$ cat src/bcd_pkg.sv
// ----------------------------------------------------------------------------
// bcd_pkg: shared types and constants of the button click detector
// Event codes, register indexes, configuration and result-group types, and
// saturating helpers for the tick counters.
// ----------------------------------------------------------------------------
package bcd_pkg;

  localparam int TIME_WIDTH = 32;
  localparam int REG_WIDTH  = 16;
  localparam int IDX_WIDTH  = 3;
  localparam int MAX_EVENTS = 3;
  localparam int NUM_SRC    = 7;

  typedef logic [TIME_WIDTH-1:0] tick_t;
  typedef logic [REG_WIDTH-1:0]  regval_t;

  typedef enum logic [2:0] {
    EV_PRESSED  = 3'd0,
    EV_RELEASED = 3'd1,
    EV_CLICK    = 3'd2,
    EV_DOUBLE   = 3'd3,
    EV_LONG     = 3'd4,
    EV_HOLD     = 3'd5
  } event_e;

  localparam logic [IDX_WIDTH-1:0] REG_PIN_INVERT   = 3'd0;
  localparam logic [IDX_WIDTH-1:0] REG_DEBOUNCE     = 3'd1;
  localparam logic [IDX_WIDTH-1:0] REG_LONG_PRESS   = 3'd2;
  localparam logic [IDX_WIDTH-1:0] REG_DOUBLE_CLICK = 3'd3;
  localparam logic [IDX_WIDTH-1:0] REG_REPEAT       = 3'd4;

  // Emission order of the possible events of one tick.
  localparam logic [NUM_SRC-1:0][2:0] EVENT_ORDER = {
    EV_CLICK, EV_HOLD, EV_LONG, EV_CLICK, EV_DOUBLE, EV_RELEASED, EV_PRESSED
  };

  typedef struct packed {
    logic    pin_invert;
    regval_t debounce_ticks;
    regval_t long_press_ticks;
    regval_t double_click_ticks;
    regval_t repeat_ticks;
  } cfg_t;

  typedef struct packed {
    logic [1:0]                 count;
    logic [MAX_EVENTS-1:0][2:0] codes;   // codes[0] goes out first
  } evgrp_t;

  function automatic tick_t ext_reg(input regval_t v);
    ext_reg = {{(TIME_WIDTH-REG_WIDTH){1'b0}}, v};
  endfunction

  function automatic tick_t sat_add(input tick_t a, input regval_t b);
    logic [TIME_WIDTH:0] sum;
    sum = {1'b0, a} + {{(TIME_WIDTH+1-REG_WIDTH){1'b0}}, b};
    sat_add = sum[TIME_WIDTH] ? '1 : sum[TIME_WIDTH-1:0];
  endfunction

  function automatic tick_t sat_inc(input tick_t a);
    sat_inc = (a == '1) ? a : a + tick_t'(1);
  endfunction

endpackage

$ cat src/bcd_cfg.sv
// ----------------------------------------------------------------------------
// bcd_cfg: configuration registers
// Write-only register file holding polarity and the tick thresholds.
// ----------------------------------------------------------------------------
module bcd_cfg (
  input  logic                          clk,
  input  logic                          rst,
  input  logic                          cfg_we,
  input  logic [bcd_pkg::IDX_WIDTH-1:0] cfg_index,
  input  logic [bcd_pkg::REG_WIDTH-1:0] cfg_data,
  output bcd_pkg::cfg_t                 cfg
);

  always_ff @(posedge clk) begin
    if (rst) begin
      cfg.pin_invert         <= 1'b0;
      cfg.debounce_ticks     <= 16'd2;
      cfg.long_press_ticks   <= 16'd150;
      cfg.double_click_ticks <= 16'd30;
      cfg.repeat_ticks       <= 16'd20;
    end else if (cfg_we) begin
      unique case (cfg_index)
        bcd_pkg::REG_PIN_INVERT:   cfg.pin_invert         <= cfg_data[0];
        bcd_pkg::REG_DEBOUNCE:     cfg.debounce_ticks     <= cfg_data;
        bcd_pkg::REG_LONG_PRESS:   cfg.long_press_ticks   <= cfg_data;
        bcd_pkg::REG_DOUBLE_CLICK: cfg.double_click_ticks <= cfg_data;
        bcd_pkg::REG_REPEAT:       cfg.repeat_ticks       <= cfg_data;
        default: ;
      endcase
    end
  end

endmodule

$ cat src/bcd_core.sv
// ----------------------------------------------------------------------------
// bcd_core: debounce and gesture state
// Updates the debounce, hold and click state once per accepted tick and
// forms the group of events caused by that tick.
// ----------------------------------------------------------------------------
module bcd_core (
  input  logic             clk,
  input  logic             rst,
  input  bcd_pkg::cfg_t    cfg,
  input  logic             tick,       // a tick beat is accepted
  input  logic             pin_level,
  output bcd_pkg::evgrp_t  grp
);

  logic           raw_previous, raw_previous_next;
  bcd_pkg::tick_t ticks_since_raw_change, ticks_since_raw_change_next;
  logic           debounced_down, debounced_down_next;
  bcd_pkg::tick_t held_ticks, held_ticks_next;
  logic           long_reached, long_reached_next;
  bcd_pkg::tick_t next_repeat_at, next_repeat_at_next;
  logic           click_pending, click_pending_next;
  bcd_pkg::tick_t ticks_since_first_click, ticks_since_first_click_next;

  logic                        pressed;
  logic [bcd_pkg::NUM_SRC-1:0] hit;
  logic [1:0]                  cnt;

  always_comb begin
    pressed = cfg.pin_invert ? ~pin_level : pin_level;
    hit     = '0;

    raw_previous_next            = raw_previous;
    debounced_down_next          = debounced_down;
    long_reached_next            = long_reached;
    next_repeat_at_next          = next_repeat_at;
    click_pending_next           = click_pending;
    held_ticks_next              = debounced_down ? bcd_pkg::sat_inc(held_ticks) : held_ticks;
    ticks_since_first_click_next = click_pending ? bcd_pkg::sat_inc(ticks_since_first_click)
                                                 : ticks_since_first_click;

    if (pressed != raw_previous) begin
      raw_previous_next          = pressed;
      ticks_since_raw_change_next = '0;
    end else begin
      ticks_since_raw_change_next = bcd_pkg::sat_inc(ticks_since_raw_change);
    end

    if (ticks_since_raw_change_next > bcd_pkg::ext_reg(cfg.debounce_ticks)) begin
      if (pressed != debounced_down) begin
        debounced_down_next = pressed;
        if (pressed) begin
          hit[0]            = 1'b1;
          held_ticks_next   = '0;
          long_reached_next = 1'b0;
        end else begin
          hit[1] = 1'b1;
          if (long_reached) begin
            // A release that ends a long press is never a click.
            click_pending_next = 1'b0;
            long_reached_next  = 1'b0;
          end else if (!click_pending) begin
            click_pending_next           = 1'b1;
            ticks_since_first_click_next = '0;
          end else if (ticks_since_first_click_next <=
                       bcd_pkg::ext_reg(cfg.double_click_ticks)) begin
            hit[2]             = 1'b1;
            click_pending_next = 1'b0;
          end else begin
            // Late second click: report the first one and start a new window.
            hit[3]                       = 1'b1;
            click_pending_next           = 1'b1;
            ticks_since_first_click_next = '0;
          end
        end
      end

      if (debounced_down_next) begin
        if (!long_reached_next &&
            held_ticks_next > bcd_pkg::ext_reg(cfg.long_press_ticks)) begin
          hit[4]              = 1'b1;
          long_reached_next   = 1'b1;
          next_repeat_at_next = bcd_pkg::sat_add(bcd_pkg::ext_reg(cfg.long_press_ticks),
                                                 cfg.repeat_ticks);
        end
        if (long_reached_next && held_ticks_next > next_repeat_at_next) begin
          hit[5]              = 1'b1;
          next_repeat_at_next = bcd_pkg::sat_add(next_repeat_at_next, cfg.repeat_ticks);
        end
      end
    end

    if (click_pending_next &&
        ticks_since_first_click_next > bcd_pkg::ext_reg(cfg.double_click_ticks)) begin
      hit[6]             = 1'b1;
      click_pending_next = 1'b0;
    end
  end

  // Pack the raised events in emission order, at most three per tick.
  always_comb begin
    cnt       = 2'd0;
    grp.codes = '0;
    for (int i = 0; i < bcd_pkg::NUM_SRC; i++) begin
      if (hit[i] && cnt < 2'(bcd_pkg::MAX_EVENTS)) begin
        grp.codes[cnt] = bcd_pkg::EVENT_ORDER[i];
        cnt            = cnt + 2'd1;
      end
    end
    grp.count = cnt;
  end

  always_ff @(posedge clk) begin
    if (rst) begin
      raw_previous            <= 1'b0;
      ticks_since_raw_change  <= '1;
      debounced_down          <= 1'b0;
      held_ticks              <= '0;
      long_reached            <= 1'b0;
      next_repeat_at          <= '0;
      click_pending           <= 1'b0;
      ticks_since_first_click <= '0;
    end else if (tick) begin
      raw_previous            <= raw_previous_next;
      ticks_since_raw_change  <= ticks_since_raw_change_next;
      debounced_down          <= debounced_down_next;
      held_ticks              <= held_ticks_next;
      long_reached            <= long_reached_next;
      next_repeat_at          <= next_repeat_at_next;
      click_pending           <= click_pending_next;
      ticks_since_first_click <= ticks_since_first_click_next;
    end
  end

  // A long press can only be in effect while the key is debounced down.
  a_long_needs_down: assert property (@(posedge clk) disable iff (rst)
    long_reached |-> debounced_down)
    else $error("long press flag set while key is released");

  // State moves only on an accepted tick.
  a_hold_without_tick: assert property (@(posedge clk) disable iff (rst)
    !$past(rst) && !$past(tick) |-> $stable(held_ticks) && $stable(click_pending))
    else $error("state changed without a tick");

  // A press edge always leads its tick's group.
  a_press_first: assert property (@(posedge clk) disable iff (rst)
    hit[0] |-> grp.codes[0] == bcd_pkg::EV_PRESSED)
    else $error("pressed event not first in group");

endmodule

$ cat src/bcd_evq.sv
// ----------------------------------------------------------------------------
// bcd_evq: event output buffer
// Holds the event group of one tick and sends it out one beat per event.
// ----------------------------------------------------------------------------
module bcd_evq (
  input  logic            clk,
  input  logic            rst,
  input  logic            load,
  input  bcd_pkg::evgrp_t grp,
  output logic            load_ready,
  output logic            m_valid,
  input  logic            m_ready,
  output logic [2:0]      m_code,
  output logic            m_last
);

  logic [1:0]                          rem;
  logic [bcd_pkg::MAX_EVENTS-1:0][2:0] codes;
  logic                                take;

  assign m_valid    = (rem != 2'd0);
  assign take       = m_valid && m_ready;
  assign m_code     = codes[0];
  assign m_last     = (rem == 2'd1);
  // A new group may enter while the final event of the current one leaves.
  assign load_ready = !m_valid || (m_last && m_ready);

  always_ff @(posedge clk) begin
    if (rst) begin
      rem <= 2'd0;
    end else if (load) begin
      rem <= grp.count;
    end else if (take) begin
      rem <= rem - 2'd1;
    end
  end

  always_ff @(posedge clk) begin
    if (load) begin
      codes <= grp.codes;
    end else if (take) begin
      codes <= {3'd0, codes[bcd_pkg::MAX_EVENTS-1:1]};
    end
  end

  a_load_shows: assert property (@(posedge clk) disable iff (rst)
    load && grp.count != 2'd0 |=> m_valid && m_code == $past(grp.codes[0]))
    else $error("loaded group not presented");

  a_no_overwrite: assert property (@(posedge clk) disable iff (rst)
    load |-> !m_valid || (m_last && m_ready))
    else $error("group loaded over pending events");

  a_code_range: assert property (@(posedge clk) disable iff (rst)
    m_valid |-> m_code <= bcd_pkg::EV_HOLD)
    else $error("event code out of range");

endmodule

$ cat src/button_click_long_press_detector.sv
// ----------------------------------------------------------------------------
// button_click_long_press_detector: button debounce and gesture events
// Debounces one scan tick per beat and reports pressed, released, click,
// double click, long press and hold repeat events.
//
//   Channel   Dir  Beat content
//   s_axis    in   tdata[0] pin_level, one beat per scan tick
//   m_axis    out  tdata[2:0] event_code, tlast last_event
//   cfg       in   cfg_we / cfg_index / cfg_data, register write
//
// A tick beat is taken every cycle while its events leave one per cycle;
// a tick causing two or three events holds s_axis_tready low for the extra
// beats. The first event appears in the cycle after its tick is accepted.
// Reset (rst, synchronous) means released, with the raw-change count
// saturated. A stall on m_axis holds the buffered events and stops intake.
// ----------------------------------------------------------------------------
module button_click_long_press_detector (
  input  logic                          clk,
  input  logic                          rst,
  input  logic                          s_axis_tvalid,
  output logic                          s_axis_tready,
  input  logic [7:0]                    s_axis_tdata,   // [0] pin_level
  output logic                          m_axis_tvalid,
  input  logic                          m_axis_tready,
  output logic [7:0]                    m_axis_tdata,   // [2:0] event_code
  output logic                          m_axis_tlast,
  input  logic                          cfg_we,
  input  logic [bcd_pkg::IDX_WIDTH-1:0] cfg_index,
  input  logic [bcd_pkg::REG_WIDTH-1:0] cfg_data
);

  bcd_pkg::cfg_t   cfg;
  bcd_pkg::evgrp_t grp;
  logic            tick;
  logic [2:0]      code;

  assign tick         = s_axis_tvalid && s_axis_tready;
  assign m_axis_tdata = {5'd0, code};

  bcd_cfg u_cfg (
    .clk       (clk),
    .rst       (rst),
    .cfg_we    (cfg_we),
    .cfg_index (cfg_index),
    .cfg_data  (cfg_data),
    .cfg       (cfg)
  );

  bcd_core u_core (
    .clk       (clk),
    .rst       (rst),
    .cfg       (cfg),
    .tick      (tick),
    .pin_level (s_axis_tdata[0]),
    .grp       (grp)
  );

  bcd_evq u_evq (
    .clk        (clk),
    .rst        (rst),
    .load       (tick),
    .grp        (grp),
    .load_ready (s_axis_tready),
    .m_valid    (m_axis_tvalid),
    .m_ready    (m_axis_tready),
    .m_code     (code),
    .m_last     (m_axis_tlast)
  );

endmodule

$ cat config.mk
export PLATFORM = sky130hd
export DESIGN_NAME = button_click_long_press_detector
export DESIGN_NICKNAME = d
export VERILOG_FILES = /design/src/bcd_pkg.sv /design/src/bcd_cfg.sv /design/src/bcd_core.sv /design/src/bcd_evq.sv /design/src/button_click_long_press_detector.sv
export SDC_FILE = /design/constraint.sdc
export NUM_CORES = 1
export LEC_CHECK = 0
export BUFFER_PORTS_ARGS = -buffer_cell sky130_fd_sc_hd__clkbuf_2
export CELL_PAD_IN_SITES_DETAIL_PLACEMENT = 2
export CELL_PAD_IN_SITES_GLOBAL_PLACEMENT = 2
export CORE_MARGIN = 3
export CORE_UTILIZATION = 41
export DETAILED_ROUTE_END_ITERATION = 16
export GPL_ROUTABILITY_DRIVEN = 1
export PLACE_DENSITY = 0.95
export SLEW_MARGIN = 20
export SYNTH_ARGS = -nofsm -noshare
export SYNTH_HDL_FRONTEND = slang
export SYNTH_SLANG_ARGS = --single-unit
$ cat constraint.sdc
create_clock -name clk -period 29.7 [get_ports clk]
set_input_delay 1.485 -clock clk [delete_from_list [all_inputs] [get_ports clk]]
set_output_delay 1.485 -clock clk [all_outputs]
set_load 0.03 [all_outputs]
# Yosys cells after proc, flatten, opt, wreduce, memory -nomap -nowiden
# Cells that the tools add are included.
word_totals:
  reg_bits: 208
  latchBits: 0
  ramBits: 0
  romBits: 0
  in_bits: 32
  out_inout_bits: 11
  elab_cells: 188
  memories: 0
classes:
  add_sub_neg: 12
  n_mul: 0
  div: 0
  magnitude_cmp: 23
  n_eq_ne: 10
  shifts: 0
  muxes: 78
  n_bitwise: 16
  reduce_logical: 32
ops:
  columns: ["operator", "count"]
  rows:
  - ["two-way mux 32 bit", 22]
  - ["adder 32 x 1 -> 32 bit, second input constant", 3]
  - ["equality test 32 bit, second input constant", 3]
  - ["> comparator 32 x 16 -> 1 bit", 3]
  - ["two-way mux 9 bit", 7]
  - ["demux 3 bit (select 2 bit)", 6]
  - ["adder 32 x 16 -> 33 bit", 1]
  - ["> comparator 32 bit", 1]
  - ["<= comparator 32 x 16 -> 1 bit", 1]
  - ["two-way mux 1 bit", 22]
  - ["two-way mux 2 bit", 11]
  - ["two-way mux 3 bit", 7]
  - ["AND 6 bit", 3]
  - ["logical AND 1 bit", 18]
  - ["NOT 6 bit", 3]
  - ["adder 16 x 16 -> 17 bit", 1]
  - ["less-than comparator 2 x 3 -> 1 bit, second input constant", 5]
  - ["AND reduction 2 bit", 7]
  - ["adder 2 x 1 -> 2 bit, second input constant", 5]
  - [">= comparator 2 x 1 -> 1 bit, second input constant", 5]
  - ["less-than comparator 2 bit, second input constant", 5]
  - ["bitwise OR 3 bit", 3]
  - ["two-way mux 7 bit", 1]
  - ["AND 3 bit", 2]
  - ["21 further kinds", 26]

# Longest topological paths before layout
logic_depth:
  word_depth: 40
  mapped_depth: 44
  mapped_depth_nobuf: 42

# Cells and area by module
# From an unflattened synthesis, not the netlist that was laid out.
unflattened:
  hier_cells: 2098
  hier_area_um2: 16741.1
by_module_without_submodules:
  columns: ["mod", "instances", "cells_each", "area_per_inst_um2", "seq_area_each_um2"]
  rows:
  - ["bcd_core", 1, 1810, 13491.7, 2642.5]
  - ["bcd_cfg", 1, 240, 2661.3, 1301.2]
  - ["bcd_evq", 1, 41, 540.5, 310.3]
  - ["button_click_long_press_detector", 1, 7, 47.5, 0.0]

# Least setup slack after synthesis
# OpenSTA, ideal clock, no wires.
synth_timing:
  kind: "in2reg"
  from: "input s_axis_tdata[0]"
  to: "register u_evq.codes[3] (netlist bit), data pin"
  t_arrival_ps: 9968
  t_required_ps: 29444
  setup_slack_ps: 19476
  cell_stages: 36
  n_path_buf: 7
  cell_sequence: "xnor2_1 inv_1 ha_1 nor2_1 clkbuf_1 clkbuf_1 nor2_1 ha_1 a211oi_1 o21a_1 nor3_1 nor4_1 o2111ai_1 nor3_1 or3_1 buf_2 clkbuf_1 clkbuf_1 clkbuf_1 nand2_1 ha_1 nand2_1 or3_1 or4_1 a21oi_1 o22a_1 o21ai_0 a211oi_2 and4b_1 clkbuf_1 xnor2_4 inv_1 ha_1 a221oi_2 a21oi_1 a22o_1"
synth_between:
  elab_chain_cells: 30
synth_rtl:
  columns: ["element", "line_no", "source"]
  rows:
  - ["from (decl)", "button_click_long_press_detector.sv:22", "input logic [7:0] s_axis_tdata,"]
  - ["NOT 1 bit", "bcd_core.sv:29", "pressed = cfg.pin_invert ? ~pin_level : pin_level;"]
  - ["two-way mux 1 bit *", "bcd_core.sv:29", null]
  - ["net u_core.pressed", "bcd_core.sv:24", "logic pressed;"]
  - ["!= test 1 bit", "bcd_core.sv:41", "if (pressed != raw_previous) begin"]
  - ["two-way mux 32 bit", "bcd_core.sv:41", null]
  - ["> comparator 32 x 16 -> 1 bit", "bcd_core.sv:48", "if (ticks_since_raw_change_next > bcd_pkg::ext_reg(cfg.debounce_ticks)) begin"]
  - ["two-way mux 6 bit", "bcd_core.sv:48", null]
  - ["two-way mux 1 bit", "bcd_core.sv:104", "if (hit[i] && cnt < 2'(bcd_pkg::MAX_EVENTS)) begin"]
  - ["[... 15 more ...]", null, null]
  - ["less-than comparator 2 x 3 -> 1 bit (not written as such) or >= comparator 2 x 1 -> 1 bit (tied branches)", "bcd_core.sv:105", "grp.codes[cnt] = bcd_pkg::EVENT_ORDER[i];"]
  - ["logical AND 1 bit (not written as such)", "bcd_core.sv:105", null]
  - ["two-way mux 3 bit (not written as such)", "bcd_core.sv:105", null]
  - ["demux 3 bit (select 2 bit)", null, null]
  - ["NOT 6 bit (no line)", null, null]
  - ["AND 6 bit (no line)", null, null]
  - ["two-way mux 9 bit *", "bcd_core.sv:104", null]
  - ["two-way mux 9 bit *", "bcd_evq.sv:39", "if (load) begin"]
  - ["to (signal assigned)", "bcd_evq.sv:40", "codes <= grp.codes;"]
  - ["to (signal assigned)", "bcd_evq.sv:42", "codes <= {3'd0, codes[bcd_pkg::MAX_EVENTS-1:1]};"]
  - ["to (decl)", "bcd_evq.sv:18", "logic [bcd_pkg::MAX_EVENTS-1:0][2:0] codes;"]
# Mark *: on every way through the listed nets, which the timed path passes. The rest lies on a longest branch. The select of a mux whose other input is x is not followed.
# A chain may end at the register's enable or synchronous reset.

# Worst setup path after layout
layout_timing:
  from: "register u_core.ticks_since_raw_change[18]"
  to: "register u_evq.codes[3] (netlist bit), data pin"
layout_between:
  elab_chain_cells: 29
layout_rtl:
  columns: ["element", "line_no", "source"]
  rows:
  - ["from (decl)", "bcd_core.sv:16", "bcd_pkg::tick_t ticks_since_raw_change, ticks_since_raw_change_next;"]
  - ["from (signal assigned)", "bcd_core.sv:124", "ticks_since_raw_change <= ticks_since_raw_change_next;"]
  - ["equality test 32 bit *", "bcd_pkg.sv:61", "sat_inc = (a == '1) ? a : a + tick_t'(1);"]
  - ["two-way mux 32 bit *", "bcd_pkg.sv:61", null]
  - ["two-way mux 32 bit *", "bcd_core.sv:41", null]
  - ["net u_core.ticks_since_raw_change_next[14]", "bcd_core.sv:16", null]
  - ["> comparator 32 x 16 -> 1 bit *", "bcd_core.sv:48", null]
  - ["two-way mux 6 bit", "bcd_core.sv:48", null]
  - ["two-way mux 1 bit", "bcd_core.sv:104", null]
  - ["less-than comparator 1 x 2 -> 1 bit", "bcd_core.sv:104", null]
  - ["[... 14 more ...]", null, null]
  - ["less-than comparator 2 x 3 -> 1 bit (not written as such) or >= comparator 2 x 1 -> 1 bit (tied branches)", "bcd_core.sv:105", null]
  - ["logical AND 1 bit (not written as such)", "bcd_core.sv:105", null]
  - ["two-way mux 3 bit (not written as such)", "bcd_core.sv:105", null]
  - ["demux 3 bit (select 2 bit)", null, null]
  - ["NOT 6 bit (no line)", null, null]
  - ["AND 6 bit (no line)", null, null]
  - ["two-way mux 9 bit *", "bcd_core.sv:104", null]
  - ["two-way mux 9 bit *", "bcd_evq.sv:39", null]
# Mark *: on every way through the listed nets, which the timed path passes. The rest lies on a longest branch.

==> results.py <==
metrics = {
    "outcome": {
        "status": "finished, final reports clean",
    },
    "synthesis": {
        "synth_compound_area_share_pct": 21.5,
        "synth_xor_area_share_pct": 5.79,
        "synthTopCellsByArea": "dfxtp_1, ha_1, nand2_1, a21oi_1, nor2_1",
        "synth_seq_cells": 208,
        "synth_top_cells_by_count": "nand2_1, a21oi_1, dfxtp_1, nor2_1, ha_1",
        "async_flop_share_pct": 0,
        "yosys.area_share.adder_pct": 12.5,
        "synth_cell_types": 84,
        "synth_top_area_share_pct": 24.4,
        "synth_top_area_cell": "dfxtp_1",
        "yosys.area_share.simple_pct": 27.5,
        "ys.flop_type": "dfxtp_1",
        "synthMuxAreaShare_pct": 1.16,
        "syn_area_per_cell_um2": 7.43,
        "seq_area_frac_synth_pct": 26.1,
        "synth_edf_count": 9,
        "syn_inst": 2195,
        "synth_top_family_by_area": "simple AND/OR/NAND/NOR gates",
        "yosysMostFrequentCell": "nand2_1",
        "synth_area_mm2": 0.0163,
        "yosysWarnings": 0,
    },
    "hold_path": {
        "hold_end": "u_cfg.cfg[52]",
        "min_from": "u_cfg.cfg[52]",
        "hp-class": "reg2reg",
        "hold_depth": 2,
    },
    "placed_design": {
        "io_buffers": 30,
        "place_area_mm2": 0.0167,
        "hpwl_um": 54100,
        "place.gp.congestion": 0.885,
        "placed_cells": 2638,
    },
    "cts": {
        "clkTransAtPathRegs_ps": 70,
        "clock_latency_ps": 600,
        "cts_tree": "built",
        "cts_made_buffers": 28,
        "cts_buffer_depth": 3,
        "htreeDepth": 1,
        "postCtsResizedCells": 0,
        "cts.sinks": 208,
        "postCtsHoldBufs": 0,
        "postCtsSetupRepairBufs": 0,
        "root_buffer": "clkbuf_16",
    },
    "global_route": {
        "grt_pass1_wl_um": 134000,
        "grt.total_usage_pct": 41.2,
        "grt_max_degree": 98,
        "grt-ovfl-total": 0,
        "grt_pass1_vias": 21100,
        "antenna_found_initial": 6,
    },
    "power": {
        "peakVddDrop_mv": 0.0388,
        "powerDensity_mw_per_mm2": 64.3,
        "power.total_mw": 1.14,
        "power.leakage_nw": 6.85,
    },
    "drt": {
        "ant_nets": 0,
        "routed_wl_um": 87700,
        "drc_errors": 0,
        "num_vias": 18800,
        "vias_per_cell": 6.98,
        "drtIter0Drc": 1643,
        "dr.pass1.iters": 7,
        "wl_per_cell_um": 32.6,
    },
    "worst_setup_path": {
        "worstPathMaxFanout": 10,
        "crit_top_cell": "ha_1",
        "reg2reg_depth": 39,
        "cp.arrival_ps": 13230,
        "crit_path_end_kind": "flip-flop",
        "reg2reg_slack_ps": 16800,
        "r2r_start": "u_core.ticks_since_raw_change[18]",
        "slowest_delay_ps": 750,
        "worstSetupPathType": "reg2reg",
        "slowest_stage": "a2111oi_4",
        "r2r_end": "u_evq.codes[3]",
        "crit_required_ps": 30030,
        "crit_path_start_kind": "flip-flop",
    },
    "timing": {
        "fmax_mhz": 77.5,
        "finalHoldViolCount": 0,
        "post-route-min-period_ps": 12900,
        "tns_ps": 0,
        "worstMarginPinSlew_ps": 1220,
        "fin_crit_sh_pct": 43.4,
        "worst_hold_slack_ps": 460,
        "slew_headroom_pct": 18.8,
        "finClkSkew_ps": 36.0,
        "rsz0062_at_grt": "false",
        "setup_viol": 0,
        "drv_slew": 0,
    },
    "finish": {
        "syn_to_final_growth_pct": 8.65,
        "fin_area_mm2": 0.0177,
        "fillCellCount": 4376,
        "final_nets": 2343,
        "layout-drive-gt1-share_pct": 6.50,
        "layout.cells.non_filler": 2689,
    },
    "die": {
        "core_area_mm2": 0.0390,
        "ios": 43,
        "dieHeight_um": 205,
        "initial_core_util_pct": 41.8,
        "rows": 72,
        "fp.dieW_um": 205,
        "die_area_mm2": 0.0422,
    },
    "run": {
        "max-cap-violations": 0,
    },
}
-- through the flow --
stage / setup WS [ps] / util, %
detailed placement: 17480 / 42.9
finish: 16800 / 45.4
global route: 16310 / 45.4
floorplan: 19480 / -
global placement: 18510 / 42.9
CTS: 17160 / 45.4
-- sequential cells by signal (all words and copies together) (netlist names) --
name                            count
u_evq.m_code                        3
u_core.click_pending                1
u_evq.codes                         6
u_cfg.cfg                          65
u_core.long_reached                 1
u_core.debounced_down               1
u_evq.rem                           2
u_core.ticks_since_first_click     32
u_core.raw_previous                 1
u_core.next_repeat_at              32
u_core.ticks_since_raw_change      32
u_core.held_ticks                  32
-- routing by layer --
metal  share of wire [%]  routed length (um)  track usage, %
met3                 7.3                6360            10.6
met4                 9.7                8520            33.0
met5               0.047                  41               0
met2                  48               41800            70.4
met1                  35               30900            43.0
-- where the power goes --
| group | switching [mW] | internal [mW] |
|---|---|---|
| registers | 0.0382 | 0.308 |
| clock network | 0.158 | 0.215 |
| logic | 0.300 | 0.121 |
| total | 0.496 | 0.644 |
-- cell type report --
| type | instances | area, um^2 | share of cell area, % |
|---|---|---|---|
| clock buffer | 41 | 852 | 4.81 |
| tap | 518 | 648 | 3.66 |
| antenna | 1 | 2.50 | 0.0141 |
| timing repair buffer | 46 | 273 | 1.54 |
| clock inverter | 9 | 100 | 0.565 |
| sequential | 208 | 4250 | 24.0 |
| inverter | 97 | 364 | 2.06 |
| multi-input combinational | 1769 | 11200 | 63.3 |
-- worst max path at each step --
stage	to	cells after the start	startpoint	slack (ps)
2_1_floorplan	u_evq.codes[3]	36	s_axis_tdata[0]	19480
3_5_place_dp	u_evq.codes[5]	38	s_axis_tdata[0]	17480
6_report	u_evq.codes[3]	39	u_core.ticks_since_raw_change[18]	16800
5_1_grt	u_evq.codes[3]	39	u_core.ticks_since_raw_change[18]	16310
4_1_cts	u_evq.codes[3]	39	u_core.ticks_since_raw_change[18]	17160
3_3_place_gp	u_evq.codes[3]	38	s_axis_tdata[0]	18510
-- logic make-up after synthesis --
logic type | after synthesis
xor gates and xnor gates | 104
muxes | 18
buffers and inverters | 222
adders and majority gates | 161
AOI/OAI and AO/OA | 551
other | 1
DFF | 208
and+or+nand+nor | 930
-- worst max-delay path, delay by kind of cell (launching register included) --
kind | cells | cell delay [ps]
AO/OA/AOI/OAI | 10 | 3860
XOR/XNOR | 2 | 350
adder cells (fa/ha/maj) | 6 | 1540
buffers and inverters | 5 | 610
flip-flops | 1 | 560
AND/OR/NAND/NOR | 16 | 5720
-- cells in the final DEF (no fill, tap or decap), types with 9 or more instances in the layout --
cell type  instances
o21ai_0          117
clkbuf_16         30
nand2b_1          11
buf_4             17
nand3b_1           9
ha_1             158
inv_1             97
dfxtp_1          199
a221o_1           12
nand3_1           68
or2_2             11
nor3_1            53
a21oi_1          221
edfxtp_1           9
clkbuf_2          29
a21o_1            22
xnor2_1           62
a211oi_1          28
o21a_1            11
or4_1             10
and4_1            24
and3_1            37
a31oi_1           14
nor2b_1           31
nor2_1           186
nor4_1            13
nand4_1           49
and2_1            12
o221ai_1          19
mux2i_1           11
o211ai_1          18
nand2_1          357
or3_1             25
xor2_1            39
Note: power is estimated with default switching activity, not from simulation.
